<file path="src/rtl/cbst_pkg.sv">
// ---------------------------------------------------------------------------
// cbst_pkg: shared types and constants
// Field widths, command codes and the queue word used between the front end,
// the item queue and the plane test engine.
// ---------------------------------------------------------------------------
package cbst_pkg;

   // Field widths
   localparam int COORD_W    = 32;  // Q16.16 coordinate
   localparam int NORM_W     = 18;  // Q1.16 normal component
   localparam int OFF_W      = 32;  // Q16.16 plane offset
   localparam int IDX_IN_W   = 6;   // plane_index field
   localparam int CSR_W      = 7;   // plane_count register
   localparam int PROD_W     = COORD_W + NORM_W;
   localparam int ACC_W      = 52;  // three products plus shifted offset
   localparam int FRAC_SHIFT = 16;  // align Q16.16 offset with Q.32 products
   localparam int QUEUE_DEPTH = 2;

   typedef enum logic {
      CMD_LOAD = 1'b0,
      CMD_TEST = 1'b1
   } cmd_type;

   typedef logic signed [COORD_W-1:0] coord_type;

   // One queued word: vtx[vertex][axis]
   typedef struct packed {
      cmd_type                  cmd;
      logic [IDX_IN_W-1:0]      plane_index;
      coord_type [2:0][2:0]     vtx;
      logic                     last_side;
   } item_type;

endpackage

</file>
<file path="src/rtl/cbst_queue.sv">
// ---------------------------------------------------------------------------
// cbst_queue: short item queue
// Small first-in first-out buffer that decouples intake from the engine.
// ---------------------------------------------------------------------------
module cbst_queue (
   input  logic                      clock,
   input  logic                      reset,
   input  logic                      push_valid,
   output logic                      push_ready,
   input  cbst_pkg::item_type        push_item,
   output logic                      pop_valid,
   input  logic                      pop_ready,
   output cbst_pkg::item_type        pop_item
);
   import cbst_pkg::*;

   localparam int PTR_W = (QUEUE_DEPTH > 1) ? $clog2(QUEUE_DEPTH) : 1;
   localparam int CNT_W = $clog2(QUEUE_DEPTH + 1);

   item_type           slot_ff [QUEUE_DEPTH];
   logic [PTR_W-1:0]   wr_ptr_ff, wr_ptr_in;
   logic [PTR_W-1:0]   rd_ptr_ff, rd_ptr_in;
   logic [CNT_W-1:0]   count_ff, count_in;
   logic               do_push, do_pop;

   assign push_ready = (count_ff != CNT_W'(QUEUE_DEPTH));
   assign pop_valid  = (count_ff != '0);
   assign do_push    = push_valid && push_ready;
   assign do_pop     = pop_valid && pop_ready;
   assign pop_item   = slot_ff[rd_ptr_ff];

   // Advance pointers with wrap at the queue depth
   always_comb begin
      wr_ptr_in = wr_ptr_ff;
      rd_ptr_in = rd_ptr_ff;
      count_in  = count_ff;
      if (do_push) begin
         wr_ptr_in = (wr_ptr_ff == PTR_W'(QUEUE_DEPTH - 1)) ? '0 : wr_ptr_ff + 1'b1;
      end
      if (do_pop) begin
         rd_ptr_in = (rd_ptr_ff == PTR_W'(QUEUE_DEPTH - 1)) ? '0 : rd_ptr_ff + 1'b1;
      end
      if (do_push && !do_pop) begin
         count_in = count_ff + 1'b1;
      end else if (do_pop && !do_push) begin
         count_in = count_ff - 1'b1;
      end
   end

   always_ff @(posedge clock) begin
      if (reset) begin
         wr_ptr_ff <= '0;
         rd_ptr_ff <= '0;
         count_ff  <= '0;
      end else begin
         wr_ptr_ff <= wr_ptr_in;
         rd_ptr_ff <= rd_ptr_in;
         count_ff  <= count_in;
      end
   end

   always_ff @(posedge clock) begin
      if (do_push) begin
         slot_ff[wr_ptr_ff] <= push_item;
      end
   end

endmodule

</file>
<file path="config.mk">
export PLATFORM = sky130hd
export DESIGN_NAME = cbst_queue
export DESIGN_NICKNAME = d
export VERILOG_FILES = /design/src/rtl/cbst_pkg.sv /design/src/rtl/cbst_queue.sv
export SDC_FILE = /design/constraint.sdc
export NUM_CORES = 1
export LEC_CHECK = 0
export BUFFER_PORTS_ARGS = -buffer_cell sky130_fd_sc_hd__buf_4
export CAP_MARGIN = 20
export CELL_PAD_IN_SITES_DETAIL_PLACEMENT = 1
export CELL_PAD_IN_SITES_GLOBAL_PLACEMENT = 2
export CORE_AREA = 3 3 245 247
export CTS_CLUSTER_DIAMETER = 200
export DETAILED_ROUTE_END_ITERATION = 8
export DIE_AREA = 0 0 248 250
export PLACE_DENSITY_LB_ADDON = 0.1
export SYNTH_ARGS = -nofsm -noshare
export SYNTH_HDL_FRONTEND = slang
export SYNTH_SLANG_ARGS = --single-unit
</file>
<file path="constraint.sdc">
create_clock -name clock -period 10.5 [get_ports clock]
set_input_delay 2.1 -clock clock [delete_from_list [all_inputs] [get_ports clock]]
set_output_delay 2.1 -clock clock [all_outputs]
set_load 0.03 [all_outputs]
</file>
======== Word level (Yosys, flattened, before mapping) ========
Memory sizes are Yosys's and may differ from the RTL's. A register that Yosys moved wholly into a read port is not among the register bits.
Index checks and enable logic that the tools add are counted.
word-level totals
  logic and storage cells ................. 25
  input port bits ......................... 300
  memories ................................ 1
  flip-flop bits (word level) ............. 4
  memory bits (writable) .................. 592
memories
  name     words  bits a word  read ports  clocked after Yosys merged registers in  write ports  line              source
  slot_ff  2      296          1           1                                        1            cbst_queue.sv:20  item_type slot_ff [QUEUE_DEPTH];
cells by class
  add/subtract/negate cells ............... 4
  muxes and demuxes ....................... 8
  eq/ne operators ......................... 1
  reduce and logical (&&, ||, !) cells .... 8
operators with widths
  operator                                           number
  2-to-1 mux 1 bit                                   6
  logical AND 1 bit                                  4
  2-to-1 mux 2 bit                                   2
  nonzero test 2 bit                                 2
  adder 1 bit (second input constant)                2
  adder 2 x 1 -> 2 bit (second input constant)       1
  zero test 1 bit                                    2
  inequality test 2 bit (second input constant)      1
  subtractor 2 x 1 -> 2 bit (second input constant)  1

======== Depth between registers and ports, before layout ========
Gate-level depths: netlist of run 1.
  depth after elaboration ................. 6
  mapped depth ............................ 6
  gate-level depth less buffers ........... 6

======== Worst setup path before layout of run 1 ========
No wires, ideal clock.
  path kind ............................... input to register
  from .................................... input port push_valid
  to ...................................... memory slot_ff[1][0] (netlist bit), enable pin
  data required time ...................... 9802 ps
  stages on the path ...................... 1
  arrival time ............................ 8882 ps
  setup time .............................. 698 ps
  path slack .............................. 920 ps
  cells stage by stage .................... and3_1
on the way
  longest elaborated chain between the ends .. 3
ends and longest elaborated chain
  element                                 line              source
  start: declaration                      cbst_queue.sv:8   input logic push_valid,
  logical AND 1 bit                       cbst_queue.sv:28  assign do_push = push_valid && push_ready;
  2-to-1 mux 1 bit                        cbst_queue.sv:63  if (do_push) begin
  2-to-1 mux 1 bit (not written as such)  cbst_queue.sv:64  slot_ff[wr_ptr_ff] <= push_item;
  end: declaration                        cbst_queue.sv:20
No other way between the ends.

==> impl_metrics.csv, run 1 <==
group,metric,value,unit
drt,top_layer_used,"met5",
final_layout,n_fill_cell,5292,
synth,synth.area.mux_share,18.8,%
die,die_area,62000,µm²
worst_setup_path,start_kind,"flop",
clock_tree,cts_sinks,597,
global_routing,overflow,0,
clock_tree,clock_path_buffers,3,
timing,finClkSkew,0.0180,ns
global_routing,grt_pass1_wl,82.6,mm
drt,route.detailed.drc,0,
timing,fin_crit_sh,56.3,%
synth,syn_area,22600,µm²
clock_tree,cts_tree,"built",
final_layout,finalInstanceArea,29800,µm²
timing,tightest_slew,1.31,ns
drt,drtIter0Drc,626,
worst_setup_path,endpoint_kind,"primary output",
synth,synth-xor-area-share,0.116,%
global_routing,grt_start_max_net_pins,180,
drt,m1WireLength,20.3,mm
global_routing,grt_pass1_vias,12186,
pwr,seqPwrFrac,39.4,%
worst_hold_path,min_path_type,"flop to flop",
timing,clock.fmax,169,MHz
pwr,netSwitchingPower,0.00249,W
synth,yosys.area_share.simple,0.222,%
die,die_width,248,µm
drt,wl_met3,5.56,mm
outcome,status,"complete, no violations",
synth,synth_fa_ha_area_share,0.0554,%
clock_tree,cts_setup_buffers,0,
drt,dr_total_vias,11318,
pwr,peakVddDrop,0.181,mV
drt,dr.pass1.iters,4,
die,core_area,57800,µm²
timing,slew_headroom,12.4,%
die,io_pins,598,
synth,syn-instance-count,945,
die,die_y,250,µm
job,cap_violations,0,
clock_tree,htreeDepth,3,
timing,final_hold_viol_count,0,
worst_setup_path,critPathRequiredTime,8.40,ns
pwr,power_leakage,11.4,nW
worst_setup_path,critical_path_class,"flop to primary output",
drt,ant_nets,0,
synth,synthTopCellsByArea,"edfxtp_1 (79%), mux2_4 (16%), mux2_2 (2.8%)",
clock_tree,numCtsBuffers,67,
timing,finalSetupTns,0,ns
drt,totalWireLength,59.3,mm
synth,syn_area_per_cell,23.9,µm²
pwr,p_sw_share,31.7,%
synth,synth_compound_area_share,0.133,%
global_routing,grt_antenna_before_repair,14,
die,start_util,39.1,%
place,gp_congestion,0.811,
pwr,p_int,0.00536,W
pwr,combPwrFrac,33.0,%
synth,ys_seq_elements,597,
synth,synth_top_family_by_area,"multiplexers",
place,dp.final_hpwl,41.8,mm
worst_setup_path,cp.arrival,3.81,ns
pwr,pwr_density_cell,263,nW/µm²
timing,fin_ws,4.59,ns
synth,synthDistinctLibCells,19,
drt,drt-wirelength-per-cell,24.6,µm
synth,synth_top_area_share,78.7,%
timing,period_minus_slack,5.91,ns
final_layout,layoutNonFillerInstCount,2411,
timing,rsz0062_at_grt,"no",
global_routing,grt_usage,18.6,%
timing,finalMaxSlewViolations,0,
synth,syn_nets,1246,
drt,met2_length,31.6,mm
place,post_dp_cell_area,27800,µm²
place,place_ws,5.14,ns
synth,ys_seq_area_share,79.2,%
final_layout,final_util,51.6,%
timing,setup_viol_count_final,0,
synth,yosysWarningCount,0,
clock_tree,clk_transition_reported_paths,0.05,ns
place,port_buffers,597,
clock_tree,insertion_delay,0.57,ns
final_layout,layout-drive-gt1-share,60.6,%
clock_tree,cts_root_buf,"clkbuf_16",
place,dp_cells,2283,
pwr,pwr-share-clk,27.6,%
clock_tree,cts_hold_buf,0,
synth,synth_top_area_cell,"edfxtp_1",
die,rows,88,
worst_setup_path,crit_fanout,58,
final_layout,final_nets,1888,
clock_tree,cts_resized,0,
final_layout,area_delta_synth_final,32.1,%
drt,routed_via_density,4.69,
per-stage QoR:
stage | total power, W | hold slack (ns)
4_1_cts | 0.00797 | 0.521
6_report | 0.00785 | 0.514
3_3_place_gp | 0.00576 | 0.487
3_5_place_dp | 0.00578 | 0.509
2_1_floorplan | 0.00496 | 0.471
5_1_grt | 0.00818 | 0.560
power groups by stage:
stage	clock [W]	sequential (W)	combinational, W
2_1_floorplan	0	0.00317	0.00179
3_3_place_gp	0	0.00314	0.00262
3_5_place_dp	0	0.00315	0.00263
4_1_cts	0.00224	0.00310	0.00264
5_1_grt	0.00234	0.00312	0.00272
6_report	0.00217	0.00310	0.00259
layout make-up:
cell class | instances | area (µm²) | share of cell area, %
flip-flops and latches | 597 | 17900 | 60.0
repair buffers | 606 | 4570 | 15.3
multi-input cells | 314 | 4360 | 14.6
clock buffers | 90 | 1810 | 6.05
well taps | 765 | 957 | 3.21
clock inverters | 27 | 211 | 0.709
diodes | 11 | 27.5 | 0.0923
inverters | 1 | 11.3 | 0.0378
sequential cells by signal, summed over array words and instances, names as in the netlist, named ones only:
register,count
count_ff,2
rd_ptr_ff,1
slot_ff,592
wr_ptr_ff,1
worst paths after layout:
| kind | from | endpoint | slack [ns] | cells after the start |
|---|---|---|---|---|
| worst max register to register | count_ff[0] | slot_ff[1][121] | 7.04 | 4 |
| worst min register to register | rd_ptr_ff | rd_ptr_ff | 0.51 | 2 |
| worst max-delay path | flop | pop_item[15] | 4.59 | 4 |
| worst min-delay path | rd_ptr_ff | rd_ptr_ff | 0.51 | 2 |
layout by cell type (no fill, tap or decap), drive strengths merged, types with 2 or more instances in the layout:
| cell | synthesis | final |
|---|---|---|
| a21oi | 2 | 2 |
| buf | 33 | 606 |
| bufinv | 0 | 3 |
| clkbuf | 0 | 90 |
| clkinv | 0 | 20 |
| clkinvlp | 0 | 2 |
| dfxtp | 5 | 5 |
| diode | 0 | 11 |
| edfxtp | 592 | 592 |
| inv | 1 | 3 |
| mux2 | 296 | 296 |
| nor2 | 3 | 3 |
| o21ai | 2 | 2 |
| xor2 | 3 | 3 |
cells in the mapped netlist (all sizes together):
cell type and number:
nand2b 1, nand3b 1, inv 1, xor2 3, ha 1, and3 1, edfxtp 592, buf 33
o21ai 2, or3 1, dfxtp 5, mux2 296, nor2 3, or2 1, a21bo 1, and2 1
a21oi 2
worst max-delay path, stage by stage (launching register included):
cell and delay [ns]:
dfxtp_4 0.84, buf_4 0.82, buf_4 0.87, mux2_2 0.43, buf_4 0.17
logic make-up after synthesis:
| family | Yosys count |
|---|---|
| XOR/XNOR | 3 |
| flip-flops | 597 |
| AO/OA/AOI/OAI | 5 |
| AND/OR/NAND/NOR | 9 |
| buffers and inverters | 34 |
| adder cells (fa/ha/maj) | 1 |
| multiplexers | 296 |
metal layers:
metal | vias to the layer above | track usage (%)
met2 | 391 | 33.0
met1 | 5752 | 19.3
met3 | 87 | 7.50
li1 | 5082 | -
met5 | - | 0
met4 | 6 | 7.85
No activity file was read; power rests on OpenSTA's default activity.
==> inputs of run 2 (changes only) <==
Clock period 10.5 ns to 6.2 ns, I/O delays scaled along.
==> impl_metrics.csv, run 2 (synthesized netlist as in run 1, its figures left out) <==
group,metric,value,unit
pwr,p_total,0.0132,W
clock_tree,clk_transition_reported_paths,0.06,ns
global_routing,grt_usage,18.2,%
clock_tree,cts_sinks,597,
clock_tree,cts_root_buf,"clkbuf_16",
final_layout,final_cell_mix,"buf_4 (604), edfxtp_1 (592), mux2_4 (240), clkbuf_16 (68), mux2_2 (56)",
place,gp_congestion,0.787,
timing,final_hold_viol_count,0,
place,post_dp_cell_area,27900,µm²
die,core_area,57800,µm²
timing,clock.fmax,255,MHz
die,start_util,39.1,%
final_layout,n_fill_cell,5357,
worst_setup_path,cp.arrival,2.68,ns
place,port_buffers,597,
global_routing,grt_pass1_wl,81.3,mm
die,die_width,248,µm
final_layout,reg_top3,"slot_ff: 592 flops, count_ff: 2 flops",
timing,finClkSkew,0.0144,ns
final_layout,finalInstanceArea,29900,µm²
place,place_ws,2.82,ns
drt,totalWireLength,58.1,mm
pwr,combPwrFrac,33.3,%
pwr,pwr-share-clk,27.1,%
timing,rsz0062_at_grt,"no",
final_layout,final_nets,1891,
pwr,pwr_density_cell,443,nW/µm²
drt,route.detailed.drc,0,
pwr,p_sw_share,32.1,%
final_layout,top_register,"slot_ff",
timing,finalMaxSlewViolations,0,
clock_tree,cts_tree,"built",
outcome,status,"complete, no violations",
clock_tree,clock_path_buffers,3,
clock_tree,cts_hold_buf,0,
timing,fin_ws,2.28,ns
die,io_pins,598,
worst_setup_path,critical_path_class,"flop to primary output",
pwr,p_int,0.00898,W
clock_tree,cts_resized,0,
global_routing,grt_pass1_vias,12067,
drt,drt-wirelength-per-cell,24.0,µm
worst_setup_path,crit_fanout,45,
pwr,seqPwrFrac,39.5,%
worst_setup_path,critPathRequiredTime,4.96,ns
clock_tree,htreeDepth,3,
pwr,netSwitchingPower,0.00424,W
pwr,peakVddDrop,0.252,mV
timing,slew_headroom,20.4,%
drt,routed_via_density,4.67,
timing,fin_crit_sh,63.3,%
die,die_y,250,µm
clock_tree,cts_setup_buffers,0,
clock_tree,numCtsBuffers,66,
global_routing,grt_antenna_before_repair,11,
final_layout,largest_reg_flops,592,
pwr,power_leakage,11.5,nW
drt,dr_total_vias,11269,
final_layout,area_delta_synth_final,32.3,%
die,die_area,62000,µm²
drt,dr.pass1.iters,4,
timing,period_minus_slack,3.92,ns
job,cap_violations,0,
drt,ant_nets,0,
timing,setup_viol_count_final,0,
worst_hold_path,min_path_type,"flop to flop",
final_layout,final_util,51.7,%
global_routing,overflow,0,
final_layout,layout-drive-gt1-share,60.5,%
worst_setup_path,start_kind,"flop",
final_layout,mostFrequentLayoutCell,"buf_4",
clock_tree,insertion_delay,0.59,ns
worst_setup_path,endpoint_kind,"primary output",
timing,tightest_slew,1.19,ns
place,dp.final_hpwl,40.9,mm
global_routing,grt_start_max_net_pins,172,
drt,drtIter0Drc,482,
die,rows,88,
==> run 2: metrics by stage <==
| stage | setup TNS [ns] | instances | hold WS [ns] |
|---|---|---|---|
| 5_1_grt | 0 | 2412 | 0.526 |
| 3_3_place_gp | 0 | 2287 | 0.487 |
| 2_1_floorplan | -0.752 | 945 | 0.471 |
| 6_report | 0 | 2415 | 0.497 |
| 3_5_place_dp | 0 | 2287 | 0.493 |
| 4_1_cts | 0 | 2404 | 0.508 |
==> run 2: area by class of cell <==
class	instances	area (µm²)	share of cell area, %
flip-flops and latches	597	17900	59.9
repair buffers	610	4650	15.6
multi-input cells	314	4360	14.6
clock buffers	88	1780	5.95
well taps	765	957	3.21
clock inverters	29	200	0.670
diodes	11	27.5	0.0922
inverters	1	7.51	0.0251
==> run 2: power groups by stage <==
stage / sequential, W / combinational (W) / clock, W
after floorplan: 0.00530 / 0.00303 / 0
after global placement: 0.00530 / 0.00447 / 0
after detailed placement: 0.00532 / 0.00448 / 0
after CTS: 0.00524 / 0.00449 / 0.00372
after global routing: 0.00528 / 0.00461 / 0.00389
final: 0.00523 / 0.00441 / 0.00359
==> run 2: per-layer routing <==
metal / global-route usage, % / wire (µm)
met5: 0 / 29
met4: 6.82 / 1720
met3: 6.83 / 4750
met2: 32.3 / 31100
met1: 19.5 / 20500
==> run 2: path summary, 6_finish.rpt <==
path                          to  depth (start not counted)        start  slack [ns]
hold / removal              flop                          2    rd_ptr_ff        0.50
setup / recovery   pop_item[284]                          3         flop        2.28
hold reg to reg             flop                          2    rd_ptr_ff        0.50
setup reg to reg  slot_ff[0][39]                          4  count_ff[0]        3.92
==> run 2: worst max-delay path, cell delays in order (launching register included) <==
cell and delay, ns:
dfxtp_4 0.88, buf_4 0.58, mux2_2 0.41, buf_4 0.18
