**config.mk**
```make
export PLATFORM = sky130hd
export DESIGN_NAME = cbst_front
export DESIGN_NICKNAME = d
export VERILOG_FILES = /design/src/rtl/cbst_pkg.sv /design/src/rtl/cbst_front.sv
export SDC_FILE = /design/constraint.sdc
export NUM_CORES = 1
export LEC_CHECK = 0
export BUFFER_PORTS_ARGS = -buffer_cell sky130_fd_sc_hd__buf_2
export CAP_MARGIN = 20
export CORE_AREA = 3 3 235 237
export DETAILED_ROUTE_END_ITERATION = 8
export DIE_AREA = 0 0 238 240
export SLEW_MARGIN = 10
export SYNTH_ARGS = -nofsm -noshare
export SYNTH_HDL_FRONTEND = slang
export SYNTH_SLANG_ARGS = --single-unit
```
**constraint.sdc**
```tcl
create_clock -name clock -period 3.4 [get_ports clock]
set_input_delay 0.17 -clock clock [delete_from_list [all_inputs] [get_ports clock]]
set_output_delay 0.17 -clock clock [all_outputs]
set_load 0.02 [all_outputs]
```
**src/rtl/cbst_pkg.sv**
```systemverilog
// ---------------------------------------------------------------------------
// cbst_pkg: shared types and constants
// Field widths, command codes and the queue word used between the front end,
// the item queue and the plane test engine.
// ---------------------------------------------------------------------------
package cbst_pkg;

   // Field widths
   localparam int COORD_W    = 32;  // Q16.16 coordinate
   localparam int NORM_W     = 18;  // Q1.16 normal component
   localparam int OFF_W      = 32;  // Q16.16 plane offset
   localparam int IDX_IN_W   = 6;   // plane_index field
   localparam int CSR_W      = 7;   // plane_count register
   localparam int PROD_W     = COORD_W + NORM_W;
   localparam int ACC_W      = 52;  // three products plus shifted offset
   localparam int FRAC_SHIFT = 16;  // align Q16.16 offset with Q.32 products
   localparam int QUEUE_DEPTH = 2;

   typedef enum logic {
      CMD_LOAD = 1'b0,
      CMD_TEST = 1'b1
   } cmd_type;

   typedef logic signed [COORD_W-1:0] coord_type;

   // One queued word: vtx[vertex][axis]
   typedef struct packed {
      cmd_type                  cmd;
      logic [IDX_IN_W-1:0]      plane_index;
      coord_type [2:0][2:0]     vtx;
      logic                     last_side;
   } item_type;

endpackage

```
**src/rtl/cbst_front.sv**
```systemverilog
// ---------------------------------------------------------------------------
// cbst_front: request intake
// Registers one request word, drops loads aimed beyond the table and hands
// the rest to the item queue.
// ---------------------------------------------------------------------------
module cbst_front #(
   parameter int MAX_PLANES = 64
) (
   input  logic                      clock,
   input  logic                      reset,
   input  logic                      req_valid,
   output logic                      req_ready,
   input  logic                      req_cmd,
   input  logic [5:0]                req_plane_index,
   input  logic signed [31:0]        req_vertex0_x,
   input  logic signed [31:0]        req_vertex0_y,
   input  logic signed [31:0]        req_vertex0_z,
   input  logic signed [31:0]        req_vertex1_x,
   input  logic signed [31:0]        req_vertex1_y,
   input  logic signed [31:0]        req_vertex1_z,
   input  logic signed [31:0]        req_vertex2_x,
   input  logic signed [31:0]        req_vertex2_y,
   input  logic signed [31:0]        req_vertex2_z,
   input  logic                      req_last_side,
   output logic                      push_valid,
   input  logic                      push_ready,
   output cbst_pkg::item_type        push_item
);
   import cbst_pkg::*;

   logic     hold_valid_ff, hold_valid_in;
   item_type hold_item_ff;
   item_type req_item;
   logic     req_accept;
   logic     req_keep;

   // Gather the request fields into one word
   always_comb begin
      req_item.cmd         = cmd_type'(req_cmd);
      req_item.plane_index = req_plane_index;
      req_item.vtx[0][0]   = req_vertex0_x;
      req_item.vtx[0][1]   = req_vertex0_y;
      req_item.vtx[0][2]   = req_vertex0_z;
      req_item.vtx[1][0]   = req_vertex1_x;
      req_item.vtx[1][1]   = req_vertex1_y;
      req_item.vtx[1][2]   = req_vertex1_z;
      req_item.vtx[2][0]   = req_vertex2_x;
      req_item.vtx[2][1]   = req_vertex2_y;
      req_item.vtx[2][2]   = req_vertex2_z;
      req_item.last_side   = req_last_side;
   end

   // Classify: tests always go on, loads only when the slot exists
   assign req_keep   = (cmd_type'(req_cmd) == CMD_TEST) ||
                       (32'(req_plane_index) < 32'(MAX_PLANES));
   assign req_ready  = !hold_valid_ff || push_ready;
   assign req_accept = req_valid && req_ready;

   always_comb begin
      hold_valid_in = hold_valid_ff;
      if (req_accept) begin
         hold_valid_in = req_keep;
      end else if (push_ready) begin
         hold_valid_in = 1'b0;
      end
   end

   // Hold the word until the queue takes it
   always_ff @(posedge clock) begin
      if (reset) begin
         hold_valid_ff <= 1'b0;
      end else begin
         hold_valid_ff <= hold_valid_in;
      end
   end

   always_ff @(posedge clock) begin
      if (req_accept) begin
         hold_item_ff <= req_item;
      end
   end

   assign push_valid = hold_valid_ff;
   assign push_item  = hold_item_ff;

endmodule

```
* Word level (Yosys, flattened, before mapping)
Index checks and enable logic that the tools add are counted.
Operators by class: $add $sub $neg 0, multipliers 0, div/mod/pow operators 0, order comparisons 0, eq/ne operators 0, shift-type cells 0, muxes and demuxes 2, bitwise operators 0, reduce and logical (&&, ||, !) cells 4
Operator list (count):
- $mux 1 | 2
- $reduce_bool 2->1 | 1
- $logic_and 1x1->1 | 1
- $logic_not 1->1 | 1
- $logic_or 1x1->1 | 1
Storage, ports and cells: register bits after elaboration 297, bits in latches 0, memory bits (writable) 0, memory bits (read-only) 0, input bits 300, output and inout bits 298, word-level logic and storage cells 19, memories kept 0

* Logic depth before layout (Yosys ltp)
Gate-level depths: netlist of the first run.
word-level depth 4, gate-level depth with buffers 2, depth with buffers taken out 2

* Worst setup path after synthesis of the first run
No wires, ideal clock.
path type reg-to-reg, start point reg hold_valid_ff, in the netlist push_valid, end point reg hold_item_ff, in the netlist push_item[0], enable pin, library setup time 0.455 ns, arrival 2.613 ns, data required time 2.945 ns, path slack 0.332 ns, cell stages (with the launch flop) 3, path buffers 0, clock period less this slack 3.068 ns, cell sequence dfxtp_1 > nand2b_4 > and2_4
On the way: cells in the longest elaborated chain, start to end 3
RTL lines:
- from (decl) | RTL line cbst_front.sv:31 | logic hold_valid_ff, hold_valid_in;
- from (signal assigned) | RTL line cbst_front.sv:73 | hold_valid_ff <= hold_valid_in;
- $logic_not 1->1 | RTL line cbst_front.sv:56 | assign req_ready = !hold_valid_ff || push_ready;
- $logic_or 1x1->1 | RTL line cbst_front.sv:56
- via req_ready | RTL line cbst_front.sv:12 | output logic req_ready,
- $logic_and 1x1->1 | RTL line cbst_front.sv:57 | assign req_accept = req_valid && req_ready;
- to (signal assigned) | RTL line cbst_front.sv:79 | hold_item_ff <= req_item;
- to (decl) | RTL line cbst_front.sv:32 | item_type hold_item_ff;
The timed path passes the listed nets, and every way through them passes these cells. A chain may end at the register's enable or synchronous reset.

* Worst setup path in the final report of the first run
start point reg hold_valid_ff, in the netlist push_valid, end point reg hold_item_ff, in the netlist push_item[193], enable pin
On the way: cells in the longest elaborated chain, start to end 3
RTL lines (RTL line):
- $logic_not 1->1 | cbst_front.sv:56
- $logic_or 1x1->1 | cbst_front.sv:56
- $logic_and 1x1->1 | cbst_front.sv:57
No other way between the ends.

==> results of run 1 <==
==> flip-flops by register name, indices dropped and copies added, names as in the netlist <==
name        cells
push_item     296
push_valid      1
==> layout make-up <==
cell class,count,share of cell area
tap,696,0.0512
clock inverter,14,0.00890
clock buffer,43,0.0533
sequential,297,0.524
timing repair buffer,908,0.360
inverter,1,0.000221
multi-input combinational,3,0.00184
antenna,6,0.000883
==> critical path: stages (launching register included) <==
cell and delay, ns:
dfxtp_1 0.33, nand2b_4 0.09, and2_4 0.50, buf_12 0.44
==> cells by family after synthesis <==
logic type / count (synthesis) / synth area share
simple gates: 2 / 0.00252
buf+inv: 1 / 0.000419
flops: 297 / 0.996
compound gates: 1 / 0.000979
==> power by group through the flow <==
stage,sequential (W),combinational (W),clock [W]
detailed placement,0.00442,0.000789,0
finish,0.00435,0.00106,0.00350
floorplan,0.00471,0.0000666,0
global route,0.00436,0.00113,0.00381
CTS,0.00435,0.00107,0.00366
global placement,0.00442,0.000778,0
==> placed cells by master (no fill, tap or decap), drive strengths merged <==
master,synthesis,layout
nand2b,1,1
clkinv,0,7
dfxtp,1,1
dlygate4sd3,0,298
clkinvlp,0,2
edfxtp,296,296
diode,0,6
a21oi,1,1
inv,1,3
and2,1,1
clkbuf,0,43
bufinv,0,3
buf,0,610
==> worst min path at each step <==
| stage | endpoint | slack [ns] | cells past startpoint |
|---|---|---|---|
| global route | push_item[28] | 0.27 | 2 |
| finish | push_item[28] | 0.29 | 2 |
| CTS | push_item[28] | 0.24 | 2 |
| floorplan | push_valid | 0.23 | 1 |
| global placement | push_valid | 0.33 | 2 |
| detailed placement | push_valid | 0.33 | 2 |
==> through the flow <==
| stage | setup WS, ns | area, um^2 |
|---|---|---|
| 2_1_floorplan | 0.332 | 8940 |
| 3_3_place_gp | 1.66 | 12900 |
| 3_5_place_dp | 1.62 | 12900 |
| 4_1_cts | 1.64 | 17000 |
| 5_1_grt | 1.54 | 17000 |
| 6_report | 1.62 | 17000 |
==> metal layers <==
metal | up-vias | share of wire
met5 | - | 0.00057
met3 | 57 | 0.099
met4 | 4 | 0.027
met2 | 378 | 0.51
li1 | 3134 | -
met1 | 3249 | 0.36
==> timing repair <==
item,in CTS,in global routing
endpoints found under the hold margin,297,0
buffers inserted,0,0
hold buffers,298,0
==> key figures, run 1 <==
Cells and area
  – Non-Filler Instances: just under 2000
  – Fill cells: between 5000 and 6000
  – Final core utilization: 0.318
  – Nets: ~1500
  – Sequential Area: 0.00891 mm^2
  – Share of layout cells above drive strength 1: 0.519
  – Multi-input gate area: approximately 31 um^2
  – Layout area overhead: 90.1%

Synth
  – Ys flop type: edfxtp_1
  – Most numerous cell in the Yosys netlist: edfxtp_1
  – Post-synth top area share: 0.994
  – Number of synthesized flops with an enable pin: 296
  – Async SR Flop Fraction: 0
  – Net count after synthesis: between 600 and 700
  – Synth Cell Area: ~0.0089 mm^2
  – Seq/Total Area, Yosys: 0.996
  – Warnings, synthesis: 0
  – Post-synthesis area per instance: 29.7 um^2
  – Cell taking the most area after synthesis: edfxtp_1
  – FF+latch count, synth: ~300
  – Count of cell types in the netlist: 6
  – Top cells by area, synth: edfxtp_1 99%, dfxtp_1 0.22%, nand2b_4 0.15%
  – Cells after Synth: around 300

Power
  – Pwr Density: around 520 mW/mm^2
  – Seq pwr share: 0.488
  – Switching Share: 0.226
  – P_sw: about 0.0020 W
  – Internal Power: ~0.0069 W
  – Final Power: between 0.008 and 0.009 W
  – Pleak: roughly 7.1 nW
  – Worst VDD drop: 399 uV
  – Clock power share: 0.392
  – Combinational share of power: 0.119

Timing
  – Setup TNS: 0 ns
  – Hold Vio Cnt, Final: 0
  – Post-layout min period: ~1.8 ns
  – Max-Slew Margin vs Limit: 0.636
  – Final setup fails: 0
  – Worst Tran Pin Value: roughly 0.55 ns
  – Fin. max-slew vios: 0
  – RSZ-0062 raised after global routing: no
  – Final period utilization: 0.523
  – Clk_skew: 0.0168 ns
  – Fmax: 0.562 GHz
  – Hold Slack: between 0.2 and 0.3 ns

Worst setup path
  – Data arrival time of the critical path: between 1.5 and 2 ns
  – Critical path endpoint category: register
  – Worst-case reg-to-reg path depth: 3
  – Worst r2r src: push_valid
  – CP Data Required Time: roughly 3.6 ns
  – CP endpoint: push_item[193]
  – R2R Setup Slk: ~1.6 ns
  – Crit Path Max Fanout: 82
  – RR Endpoint: push_item[193]
  – Critical path type: reg2reg
  – Worst setup SP type: register
  – Launch point of the worst path: push_valid

Clock network
  – Num CTS Buffers: 34
  – Post_cts resized: 0
  – Clock Latency Late Sink: 0.52 ns
  – Worst-path clk slew: 0.06 ns
  – Clock buffer depth: 3
  – CTS H-tree lvls: 2
  – CTS tree: built
  – Clock sinks: between 200 and 300
  – Clock root buffer: clkbuf_16

Routing
  – Starting DRT DRC Count: around 140
  – Final wirelength: between 30000 and 40000 um
  – Pre-antenna DRT Iters: 4
  – # DRC: 0
  – Vias/cell: around 3.5
  – Routed WL per cell: between 15 and 20 um
  – Final ANT Viol Nets: 0
  – Vias: around 6800

Floorplanning
  – Full die area: 0.0571 mm^2
  – Initial Util: 0.167
  – Core area: between 0.05 and 0.06 mm^2
  – I/O Pins: about 600
  – Die Width: around 240 um
  – Row count: 85
  – Die Y: about 240 um

Global route
  – Largest net degree at the start of global routing: 83
  – Number of global-route vias before repair: between 7000 and 8000
  – GR Layer Usage met3: 0.0423
  – Overflow after GRT: 0
  – Antenna violations before repair: 11
  – GRT Util Overall: 0.103
  – GRT met2 Usage: 0.187
  – First-pass GRT wire length: between 40000 and 50000 um
  – Met1 Use GR: 0.107
  – GR peak layer: met2

Place
  – RD Place Congestion: 0.821
  – Hpwl dp: 21600 um
  – PortBufs: 597
  – Placed insts: ~1600

Run status
  – Status: completed

Min path
  – Min-Delay Path Class: in2reg
  – HP Start: req_valid

Flow run
  – Max_cap viols: 0
Power figures use the tool's default switching activity.
==> run 2, diff against run 1 <==
--- a/config.mk
+++ b/config.mk
@@ -5,11 +5,12 @@
 export SDC_FILE = /design/constraint.sdc
 export NUM_CORES = 1
 export LEC_CHECK = 0
+export ABC_AREA = 1
 export BUFFER_PORTS_ARGS = -buffer_cell sky130_fd_sc_hd__buf_2
 export CAP_MARGIN = 20
-export CORE_AREA = 3 3 235 237
+export CORE_AREA = 3 3 233 235
 export DETAILED_ROUTE_END_ITERATION = 8
-export DIE_AREA = 0 0 238 240
+export DIE_AREA = 0 0 236 238
 export SLEW_MARGIN = 10
 export SYNTH_ARGS = -nofsm -noshare
 export SYNTH_HDL_FRONTEND = slang
==> constraint.sdc (replaced) <==
create_clock -name clock -period 1.5 [get_ports clock]
set_input_delay 0.075 -clock clock [delete_from_list [all_inputs] [get_ports clock]]
set_output_delay 0.075 -clock clock [all_outputs]
set_load 0.02 [all_outputs]
==> run 2 against run 1 <==
Maximum frequency is 31% higher; via count is 1.3% higher; setup slack worse by 1.5 ns; sequential power is 130% higher; wire length is 3.9% higher; clock skew is 0.012 ns lower; utilization is 0.64 points higher; critical path depth stayed put; area after synthesis hardly changed; sequential share of layout area hardly changed; clock-buffer cell count is 4 lower; first-iteration DRC count is 90% higher; critical path type unchanged.
==> key figures, run 2 <==
Routing
  – Pre-antenna DRT Iters: 6
  – Vias: a little under 7000
  – Routed WL per cell: between 15 and 20 um
  – Starting DRT DRC Count: roughly 270
  – Final wirelength: approximately 33000 um
  – Final ANT Viol Nets: 0
  – Vias/cell: 3.51
  – # DRC: 0

Cells and area
  – Most frequent cells in the layout: 597 x buf_2, 298 x dlygate4sd3_1, 296 x edfxtp_1
  – Layout area overhead: 90.3%
  – Share of layout cells above drive strength 1: 0.524
  – Most common cell after layout, fill and taps aside: buf_2
  – Nets: around 1600
  – Non-Filler Instances: slightly below 2000
  – ANT cells: 0
  – Max reg flops: 296

Timing
  – Fmax: roughly 0.74 GHz
  – Clk_skew: approximately 0.0050 ns
  – RSZ-0062 raised after global routing: no
  – Fin. max-slew vios: 0
  – Hold Vio Cnt, Final: 0
  – Max-Slew Margin vs Limit: 0.821
  – Worst Tran Pin Value: 0.271 ns
  – Hold Slack: ~0.12 ns
  – Final setup fails: 0
  – Final period utilization: 0.907
  – Post-layout min period: ~1.4 ns

Floorplanning
  – Row count: 84
  – Die Y: approximately 240 um
  – Full die area: between 0.05 and 0.06 mm^2
  – Initial Util: 0.170
  – I/O Pins: roughly 600
  – Core area: approximately 0.052 mm^2
  – Die Width: 236 um

Clock network
  – CTS H-tree lvls: 1
  – CTS hold repair buffers: 298
  – CTS tree: built
  – Post_cts resized: 0
  – Worst-path clk slew: around 0.060 ns
  – Clock root buffer: clkbuf_16
  – Clock Latency Late Sink: about 0.55 ns
  – # Post-CTS Setup Buffers: 0
  – Clock buffer depth: 3
  – Num CTS Buffers: 31
  – Clock sinks: 297

Place
  – Hpwl dp: between 20000 and 25000 um
  – PortBufs: a little under 600
  – Placed insts: approximately 1600
  – RD Place Congestion: ~0.87

Synth
  – Number of synthesized flops with an enable pin: approximately 300
  – Cell taking the most area after synthesis: edfxtp_1
  – Ys flop type: edfxtp_1
  – Seq/Total Area, Yosys: 0.997
  – Count of cell types in the netlist: 7
  – Post-synthesis area per instance: between 20 and 30 um^2
  – Net count after synthesis: 602
  – Post-synth top area share: 0.995
  – FF+latch count, synth: between 200 and 300
  – Top cells by area, synth: edfxtp_1 99%, dfxtp_1 0.22%, a21oi_2 0.098%
  – Cells after Synth: between 300 and 400
  – Synth Cell Area: 0.00894 mm^2
  – Warnings, synthesis: 0
  – Most numerous cell in the Yosys netlist: edfxtp_1
  – Async SR Flop Fraction: 0

Worst setup path
  – Worst-case reg-to-reg path depth: 3
  – Worst Path Buf+Inv: 2
  – Critical path's slowest cell: dfxtp_4
  – Worst setup SP type: register
  – Top Family by Delay on Critical Path: buffers and inverters
  – Critical path endpoint category: register
  – CP max stage delay: around 0.36 ns
  – CP Data Required Time: between 1.5 and 2 ns
  – Levels on crit path: 3
  – Data arrival time of the critical path: approximately 1.6 ns
  – Critical path type: reg2reg
  – CP Cell Sequence: a21oi_4, buf_12, buf_12
  – CP most frequent cell: buf_12
  – Crit Path Max Fanout: 32

Global route
  – First-pass GRT wire length: between 40000 and 50000 um
  – Antenna violations before repair: 0
  – Overflow after GRT: 0
  – Largest net degree at the start of global routing: 37
  – GRT Util Overall: 0.109
  – Number of global-route vias before repair: between 7000 and 8000

Power
  – Pwr Density: roughly 1200 mW/mm^2
  – Pleak: between 7 and 8 nW
  – Final Power: roughly 0.02 W
  – Worst VDD drop: between 900 and 1000 uV

Min path
  – WHS Path Cells: 4
  – Min-Delay Path Class: in2reg

Flow run
  – Max_cap viols: 0

Run status
  – Status: completed
run 2: cell types whose count changed after synthesis:
| cell | before | now |
|---|---|---|
| nand2_2 | 0 | 1 |
| inv_2 | 0 | 1 |
| and2_4 | 1 | 0 |
| a21oi_1 | 0 | 1 |
| nand2b_4 | 1 | 0 |
run 2: area by class of cell:
| type | instances | area [um^2] |
|---|---|---|
| Inverter | 2 | 7.51 |
| Clock inverter | 18 | 168 |
| Multi-Input combinational cell | 3 | 31.3 |
| Tap cell | 688 | 861 |
| Clock buffer | 39 | 806 |
| Fill cell | 5036 | 35400 |
| Timing Repair Buffer | 922 | 6220 |
| Sequential cell | 297 | 8910 |
run 2: metrics by stage:
step                utilization  worst slack, ns  setup TNS [ns]  cell area (um^2)
finish                    0.324            0.140               0             17000
global route              0.324            0.104               0             17000
CTS                       0.324            0.133               0             17000
detailed placement        0.249            0.155               0             13100
global placement          0.249            0.164               0             13100
floorplan                     -            -4.16        -1232.83              8950
run 2: cells by family after synthesis:
| logic type | after synthesis | share of synthesized area |
|---|---|---|
| buf+inv | 2 | 0.000839 |
| flops | 297 | 0.997 |
| simple gates | 1 | 0.000701 |
| compound gates | 2 | 0.00154 |
run 2: where the power goes:
part	total, W	switching (W)	internal, W
sequential	0.00987	0.000151	0.00972
combinational	0.00247	0.00131	0.00116
clock	0.00737	0.00307	0.00430
run 2: worst reg2reg max path, stage by stage (launching register included):
cell,delay (ns)
dfxtp_4,0.36
a21oi_4,0.22
buf_12,0.21
buf_12,0.27
run 2: metal layers:
layer	part of all wire	track usage
met5	0	0
met4	0.019	0.0291
met1	0.36	0.116
met3	0.079	0.0309
met2	0.54	0.210
run 2: worst paths after layout:
check | from | to | slack [ns]
setup / recovery | push_valid | push_item[1] | 0.14
hold / removal | push_ready | push_item[105] | 0.12
setup reg to reg | push_valid | push_item[1] | 0.14
hold reg to reg | push_valid | push_item[105] | 0.79
